File: config.mk
export PLATFORM = sky130hd
export DESIGN_NAME = round_robin_thread_scheduler_sleep_core
export DESIGN_NICKNAME = d
export VERILOG_FILES = /design/src/hw/rtl/rrts_pkg.sv /design/src/hw/rtl/rrts_wake_unit.sv /design/src/hw/rtl/rrts_pick.sv /design/src/hw/rtl/round_robin_thread_scheduler_sleep_core.sv
export SDC_FILE = /design/constraint.sdc
export NUM_CORES = 1
export LEC_CHECK = 0
export ABC_AREA = 1
export BUFFER_PORTS_ARGS = -buffer_cell sky130_fd_sc_hd__clkbuf_2
export CAP_MARGIN = 40
export CORE_MARGIN = 8
export CORE_UTILIZATION = 43
export DETAILED_ROUTE_END_ITERATION = 16
export PLACE_DENSITY_LB_ADDON = 0.2
export SKIP_CTS_REPAIR_TIMING = 1
export SLEW_MARGIN = 15
export SYNTH_ARGS = -nofsm -noshare
export SYNTH_HDL_FRONTEND = slang
export SYNTH_SLANG_ARGS = --single-unit
File: constraint.sdc
create_clock -name i_clk -period 9.9 [get_ports i_clk]
set_clock_uncertainty 0.2 [all_clocks]
set_input_delay 0.495 -clock i_clk [delete_from_list [all_inputs] [get_ports i_clk]]
set_output_delay 0.495 -clock i_clk [all_outputs]
set_load 0.03 [all_outputs]
File: src/hw/rtl/rrts_pkg.sv
package rrts_pkg;

    typedef logic [1:0] t_slot_state;
    typedef logic [1:0] t_req;
    typedef logic [1:0] t_status;

    localparam t_slot_state ST_FREE     = 2'd0;
    localparam t_slot_state ST_RUNNING  = 2'd1;
    localparam t_slot_state ST_RUNNABLE = 2'd2;
    localparam t_slot_state ST_SLEEPING = 2'd3;

    localparam t_req REQ_CREATE = 2'd0;
    localparam t_req REQ_YIELD  = 2'd1;
    localparam t_req REQ_SLEEP  = 2'd2;
    localparam t_req REQ_EXIT   = 2'd3;

    localparam t_status STS_OK       = 2'd0;
    localparam t_status STS_FULL     = 2'd1;
    localparam t_status STS_HALTED   = 2'd2;
    localparam t_status STS_REJECTED = 2'd3;

    localparam int SLOT_OUT_W  = 2;
    localparam int TICK_OUT_W  = 32;
    localparam int SLEEP_IN_W  = 16;

endpackage

File: src/hw/rtl/rrts_wake_unit.sv
module rrts_wake_unit import rrts_pkg::*; #(
    parameter int TICK_WIDTH = 32
) (
    input  logic [TICK_WIDTH-1:0] i_tick,
    input  logic [TICK_WIDTH-1:0] i_wake,
    input  t_slot_state           i_state,
    output logic                  o_due
);

    logic [TICK_WIDTH-1:0] diff;

    // due when the slot is sleeping and tick - wake, read as signed, is not negative
    assign diff  = i_tick - i_wake;
    assign o_due = (i_state == ST_SLEEPING) && !diff[TICK_WIDTH-1];

endmodule

File: src/hw/rtl/rrts_pick.sv
module rrts_pick import rrts_pkg::*; #(
    parameter int THREADS = 4,
    parameter int IDX_W   = (THREADS > 1) ? $clog2(THREADS) : 1
) (
    input  logic [THREADS-1:0] i_runnable,
    input  logic [IDX_W-1:0]   i_cur,
    output logic               o_found,
    output logic [IDX_W-1:0]   o_next
);

    logic [IDX_W:0] sum;

    // round-robin from cur+1, ending at cur; smallest offset wins
    always_comb begin
        o_found = 1'b0;
        o_next  = '0;
        sum     = '0;
        for (int k = THREADS; k >= 1; k--) begin
            sum = {1'b0, i_cur} + (IDX_W + 1)'(k);
            if (sum >= (IDX_W + 1)'(THREADS)) begin
                sum = sum - (IDX_W + 1)'(THREADS);
            end
            if (i_runnable[sum[IDX_W-1:0]]) begin
                o_found = 1'b1;
                o_next  = sum[IDX_W-1:0];
            end
        end
    end

endmodule

File: src/hw/rtl/round_robin_thread_scheduler_sleep_core.sv
// Channel  | Direction | Handshake              | Ports
// request  | in        | start high, busy low   | i_req_type, i_sleep_ticks
// result   | out       | o_done strobe, 1 cycle | o_running_slot, o_switched,
//          |           |                        | o_created_slot, o_status, o_tick_now
//
// Create, and any request while halted, gives its result in the cycle after the transfer.
// Yield, sleep and exit first update the current slot and the tick, then run the wake
// pass over all THREADS slots (one slot a cycle through the shared wake compare), then
// the round-robin pick. busy stays high meanwhile.
// Synchronous active-low reset; no clearing pass. The receiver cannot stall results.
module round_robin_thread_scheduler_sleep_core import rrts_pkg::*; #(
    parameter int THREADS     = 4,
    parameter int TICK_WIDTH  = 32,
    parameter int SLEEP_WIDTH = 16
) (
    input  logic                  i_clk,
    input  logic                  i_rst_n,
    input  logic                  start,
    output logic                  busy,
    input  logic [1:0]            i_req_type,
    input  logic [SLEEP_IN_W-1:0] i_sleep_ticks,
    output logic                  o_done,
    output logic [SLOT_OUT_W-1:0] o_running_slot,
    output logic                  o_switched,
    output logic [SLOT_OUT_W-1:0] o_created_slot,
    output logic [1:0]            o_status,
    output logic [TICK_OUT_W-1:0] o_tick_now
);

    localparam int IDX_W = (THREADS > 1) ? $clog2(THREADS) : 1;
    localparam logic [63:0] SLEEP_MASK = (64'd1 << SLEEP_WIDTH) - 64'd1;

    localparam logic [1:0] S_IDLE = 2'd0;
    localparam logic [1:0] S_WAKE = 2'd1;
    localparam logic [1:0] S_PICK = 2'd2;

    logic [1:0]            r_state, n_state;
    logic [IDX_W-1:0]      r_idx, n_idx;
    logic [IDX_W-1:0]      r_cur;
    logic [IDX_W-1:0]      r_before;
    logic [TICK_WIDTH-1:0] r_tick;
    logic                  r_halted;
    t_slot_state           r_slot [THREADS];
    logic [TICK_WIDTH-1:0] r_wake [THREADS];

    logic                  accept;
    t_req                  req;
    logic [SLEEP_IN_W-1:0] sleep_masked;
    logic                  free_found;
    logic [IDX_W-1:0]      free_idx;
    logic                  due;
    logic [THREADS-1:0]    runnable;
    logic                  pick_found;
    logic [IDX_W-1:0]      pick_next;

    assign busy         = (r_state != S_IDLE);
    assign accept       = start && !busy;
    assign req          = t_req'(i_req_type);
    assign sleep_masked = i_sleep_ticks & SLEEP_MASK[SLEEP_IN_W-1:0];

    // lowest free slot
    always_comb begin
        free_found = 1'b0;
        free_idx   = '0;
        for (int i = THREADS - 1; i >= 0; i--) begin
            if (r_slot[i] == ST_FREE) begin
                free_found = 1'b1;
                free_idx   = IDX_W'(i);
            end
        end
    end

    always_comb begin
        for (int i = 0; i < THREADS; i++) begin
            runnable[i] = (r_slot[i] == ST_RUNNABLE);
        end
    end

    rrts_wake_unit #(
        .TICK_WIDTH (TICK_WIDTH)
    ) u_wake (
        .i_tick  (r_tick),
        .i_wake  (r_wake[r_idx]),
        .i_state (r_slot[r_idx]),
        .o_due   (due)
    );

    rrts_pick #(
        .THREADS (THREADS),
        .IDX_W   (IDX_W)
    ) u_pick (
        .i_runnable (runnable),
        .i_cur      (r_cur),
        .o_found    (pick_found),
        .o_next     (pick_next)
    );

    always_comb begin
        n_state = r_state;
        n_idx   = r_idx;
        unique case (r_state)
            S_IDLE: begin
                n_idx = '0;
                if (accept && !r_halted && req != REQ_CREATE) begin
                    n_state = S_WAKE;
                end
            end
            S_WAKE: begin
                if (r_idx == IDX_W'(THREADS - 1)) begin
                    n_state = S_PICK;
                end else begin
                    n_idx = r_idx + 1'b1;
                end
            end
            S_PICK: begin
                n_state = S_IDLE;
            end
            default: begin
                n_state = S_IDLE;
            end
        endcase
    end

    always_ff @(posedge i_clk) begin
        if (!i_rst_n) begin
            o_done   <= 1'b0;
            r_state  <= S_IDLE;
            r_idx    <= '0;
            r_cur    <= '0;
            r_before <= '0;
            r_tick   <= '0;
            r_halted <= 1'b0;
            for (int i = 0; i < THREADS; i++) begin
                r_slot[i] <= (i == 0) ? ST_RUNNING : ST_FREE;
                r_wake[i] <= '0;
            end
        end else begin
            // create and refused requests answer at once, scheduling ones after the pick
            o_done  <= (r_state == S_PICK) ||
                       (accept && (r_halted || req == REQ_CREATE));
            r_state <= n_state;
            r_idx   <= n_idx;
            unique case (r_state)
                S_IDLE: begin
                    if (accept) begin
                        r_before <= r_cur;
                        if (r_halted) begin
                            o_running_slot <= SLOT_OUT_W'(r_cur);
                            o_switched     <= 1'b0;
                            o_created_slot <= '0;
                            o_status       <= STS_REJECTED;
                            o_tick_now     <= TICK_OUT_W'(r_tick);
                        end else if (req == REQ_CREATE) begin
                            if (free_found) begin
                                r_slot[free_idx] <= ST_RUNNABLE;
                            end
                            o_running_slot <= SLOT_OUT_W'(r_cur);
                            o_switched     <= 1'b0;
                            o_created_slot <= free_found ? SLOT_OUT_W'(free_idx) : '0;
                            o_status       <= free_found ? STS_OK : STS_FULL;
                            o_tick_now     <= TICK_OUT_W'(r_tick);
                        end else begin
                            r_tick <= r_tick + 1'b1;
                            unique case (req)
                                REQ_YIELD: r_slot[r_cur] <= ST_RUNNABLE;
                                REQ_SLEEP: begin
                                    r_slot[r_cur] <= ST_SLEEPING;
                                    // wake time from the tick before this advance
                                    r_wake[r_cur] <= r_tick + TICK_WIDTH'(sleep_masked);
                                end
                                default:   r_slot[r_cur] <= ST_FREE;
                            endcase
                        end
                    end
                end
                S_WAKE: begin
                    if (due) begin
                        r_slot[r_idx] <= ST_RUNNABLE;
                    end
                end
                S_PICK: begin
                    o_created_slot <= '0;
                    o_tick_now     <= TICK_OUT_W'(r_tick);
                    if (pick_found) begin
                        r_slot[pick_next] <= ST_RUNNING;
                        r_cur             <= pick_next;
                        o_running_slot    <= SLOT_OUT_W'(pick_next);
                        o_switched        <= (pick_next != r_before);
                        o_status          <= STS_OK;
                    end else begin
                        r_halted       <= 1'b1;
                        o_running_slot <= SLOT_OUT_W'(r_cur);
                        o_switched     <= 1'b0;
                        o_status       <= STS_HALTED;
                    end
                end
                default: begin
                end
            endcase
        end
    end

endmodule
==> metrics.cfg <==
[run_status]
status = completed

[timing]
rsz0062_at_grt = false
final.setup.tns_ns = 0
hold_viol_final = 0
period_share_pct = 41.51
min_period_ns = 4.110
finalSetupViolations = 0
worst_slew_pin_slew_ns = 0.8515
fmax_mhz = 243.3
drv_slew = 0
relSlewSlack_pct = 43.10

[setup_path]
crit_path_frequent_cell = nand2_1
cp_slowest_cell = buf_4
worstPathCellList = inv_2 -> buf_4 -> a21oi_1 -> a32o_1 -> ha_1 -> nand2_1 -> nor2_1 -> nand2_1 -> nor4_1 -> nand2_1 -> nand3_1 -> nand4_1 -> nand3_2 -> nand3_1 -> nand2_1
regToRegEndpoint = r_slot[1][0]$_SDFFCE_PN0P_
cp.buffers_inverters = 2
cp-end-kind = register
reg2regPathDepth = 15
critPathKind = reg -> reg
ff2ff_setup_slack_ns = 5.79
start_kind = register
worstPathMaxFanout = 35
crit_family = simple AND/OR/NAND/NOR gates
cp.arrival_ns = 4.12
critical_path.max_stage_delay_ns = 0.49
cp_data_required_time_ns = 9.91

[detailed_routing]
drtPass1Iterations = 5
drcViolationCount = 0
wirelength_mm = 30.44
viasPerCell = 5.421
wl_per_cell_um = 18.80
first_iter_violations = 761
via_count = 8777
ant_nets = 0

[placed_design]
routabilityCongestion = 0.9095
hpwl_mm = 20.99
portBuffers = 61

[synth]
synth_edf_count = 175
syn_area_um2 = 11170
synth.net_count = 1270
syn_avg_cell_area_um2 = 9.311
synthCells = 1200
yosys-top-cells-area = edfxtp_1, dfxtp_1, nand2_1
synthTopCellsByCount = nand2_1, nor2_1, edfxtp_1
synthFlopType = edfxtp_1
yosysUniqueCellTypes = 54
synth_top_area_cell = edfxtp_1
yosysWarnings = 0
synth-seq-cells = 219
synthArstFlopShare_pct = 0
yosysTopAreaCellShare_pct = 47.03
synth-seq-area-share_pct = 54.92
synth_most_common_cell = nand2_1

[final_layout]
area_growth_pct = 13.49
antenna_cells = 0
utilization_pct = 49.22
drive_gt1_share_pct = 12.15
nets = 1336

[pwr]
cellPowerDensity_nw_per_um2 = 165.7
peakVddDrop_uv = 103.0
p_leak_nw = 4.977

[cts]
clk_latency_ns = 0.52
htree_levels = 1
tritoncts = yes
clkSlewWorstSetupHoldPaths_ns = 0.06
clock-root-buffer = clkbuf_16
clk_path_buf_depth = 3
clock_sink_count = 219
cts_inserted_buffers = 25

[global_route]
grt_pass1_vias = 8453
grt_first_pass_wirelength_mm = 47.00
grtUsageTotal_pct = 19.19
overflow = 0
antenna_found_initial = 0
grt_start_max_net_pins = 39

[floorplanning]
die_w_um = 177.2
core_um2 = 25760
fp.dieArea_um2 = 31400
die_y_um = 177.2
rows = 59
ios = 62
start_util_pct = 43.37

[min_path]
min-delay-start = start
hold_depth = 3
min_to = r_before[0]$_SDFFE_PN0P_
hold_class = in -> reg

[job]
max_cap_violations = 0

kinds of logic after synthesis:
logic type | count (synthesis) | share of synthesized area (%)
AND/OR/NAND/NOR | 534 | 20.39
flip-flops | 219 | 54.92
AO/OA/AOI/OAI | 210 | 11.39
buffers and inverters | 159 | 5.476
adder cells (fa/ha/maj) | 49 | 5.554
XOR/XNOR | 29 | 2.273
worst reg2reg max path, cell delays in order (launching register included):
cell and delay, ns:
dfxtp_1 0.36, inv_2 0.45, buf_4 0.49, a21oi_1 0.09, a32o_1 0.23, ha_1 0.30
nand2_1 0.08, nor2_1 0.18, nand2_1 0.11, nor4_1 0.35, nand2_1 0.21, nand3_1 0.20
nand4_1 0.15, nand3_2 0.14, nand3_1 0.12, nand2_1 0.13
worst max-delay path by stage:
stage | cells after the start | start | slack (ns) | endpoint
2_1_floorplan | 4 | start | 6.10 | r_wake[3][0]$_DFFE_PP_
3_3_place_gp | 7 | i_rst_n | 5.04 | r_wake[2][31]$_SDFFCE_PN0P_
3_5_place_dp | 8 | i_rst_n | 5.52 | r_wake[2][24]$_SDFFCE_PN0P_
4_1_cts | 15 | register | 5.73 | r_slot[1][0]$_SDFFCE_PN0P_
5_1_grt | 15 | register | 5.53 | r_slot[1][0]$_SDFFCE_PN0P_
6_report | 15 | register | 5.79 | r_slot[1][0]$_SDFFCE_PN0P_
placed cells by master (no fill, tap or decap), types with 13 or more instances in the layout:
cell       Yosys  routed
clkbuf_2       0      61
a32o_1        31      31
inv_1        110     110
a21oi_1      103     103
nor3_1        27      27
buf_4          1      13
nor2_1       196     195
ha_1          48      48
o21ai_0       44      43
nand3_1       30      30
clkbuf_16      0      25
nand2_1      233     233
dfxtp_1       44      43
xor2_1        24      24
edfxtp_1     175     175
layer usage:
| metal | share of wire [%] | global-route usage, % | vias to the layer above | wire (um) |
|---|---|---|---|---|
| met3 | 6.3 | 3.008 | 55 | 1906 |
| met2 | 48 | 32.44 | 284 | 14570 |
| met5 | 0 | 0 | - | 0 |
| li1 | - | - | 4254 | - |
| met1 | 44 | 25.08 | 4184 | 13270 |
| met4 | 2.3 | 5.324 | 0 | 690 |
metrics by stage:
| stage | setup WS, ns | cell area, um2 | hold WS (ns) | instances | total power (W) |
|---|---|---|---|---|---|
| after floorplan | 6.102 | 11170 | 0.2445 | 1200 | 0.001180 |
| after global placement | 5.044 | 11860 | 0.2659 | 1571 | 0.001234 |
| after detailed placement | 5.523 | 11900 | 0.2737 | 1573 | 0.001241 |
| after CTS | 5.733 | 12670 | 0.1064 | 1618 | 0.002120 |
| after global routing | 5.532 | 12680 | 0.1245 | 1619 | 0.002173 |
| final | 5.790 | 12680 | 0.1128 | 1619 | 0.002101 |
registers in the layout, summed over array words and instances (netlist names), named ones only:
name,cells
o_created_slot,2
o_done,1
o_running_slot,2
o_status,2
o_switched,1
o_tick_now,32
r_before,2
r_cur,2
r_halted,1
r_idx,2
r_slot,8
r_state,2
r_tick,32
r_wake,128
layout make-up:
cell class                      count  area (um2)
Timing Repair Buffer               76       445.4
Sequential cell                   219        6137
Clock inverter                      5       53.80
Fill cell                        2436       13080
Tap cell                          335       419.2
Inverter                          122       459.2
Clock buffer                       40       721.9
Multi-Input combinational cell    822        4444
power breakdown:
part	switching, W	internal [W]
Sequential	0.0000120	0.00102
Combinational	0.000131	0.0000582
Clock	0.000357	0.000523
Total	0.000500	0.00160
(Power assumes the default switching activity.)
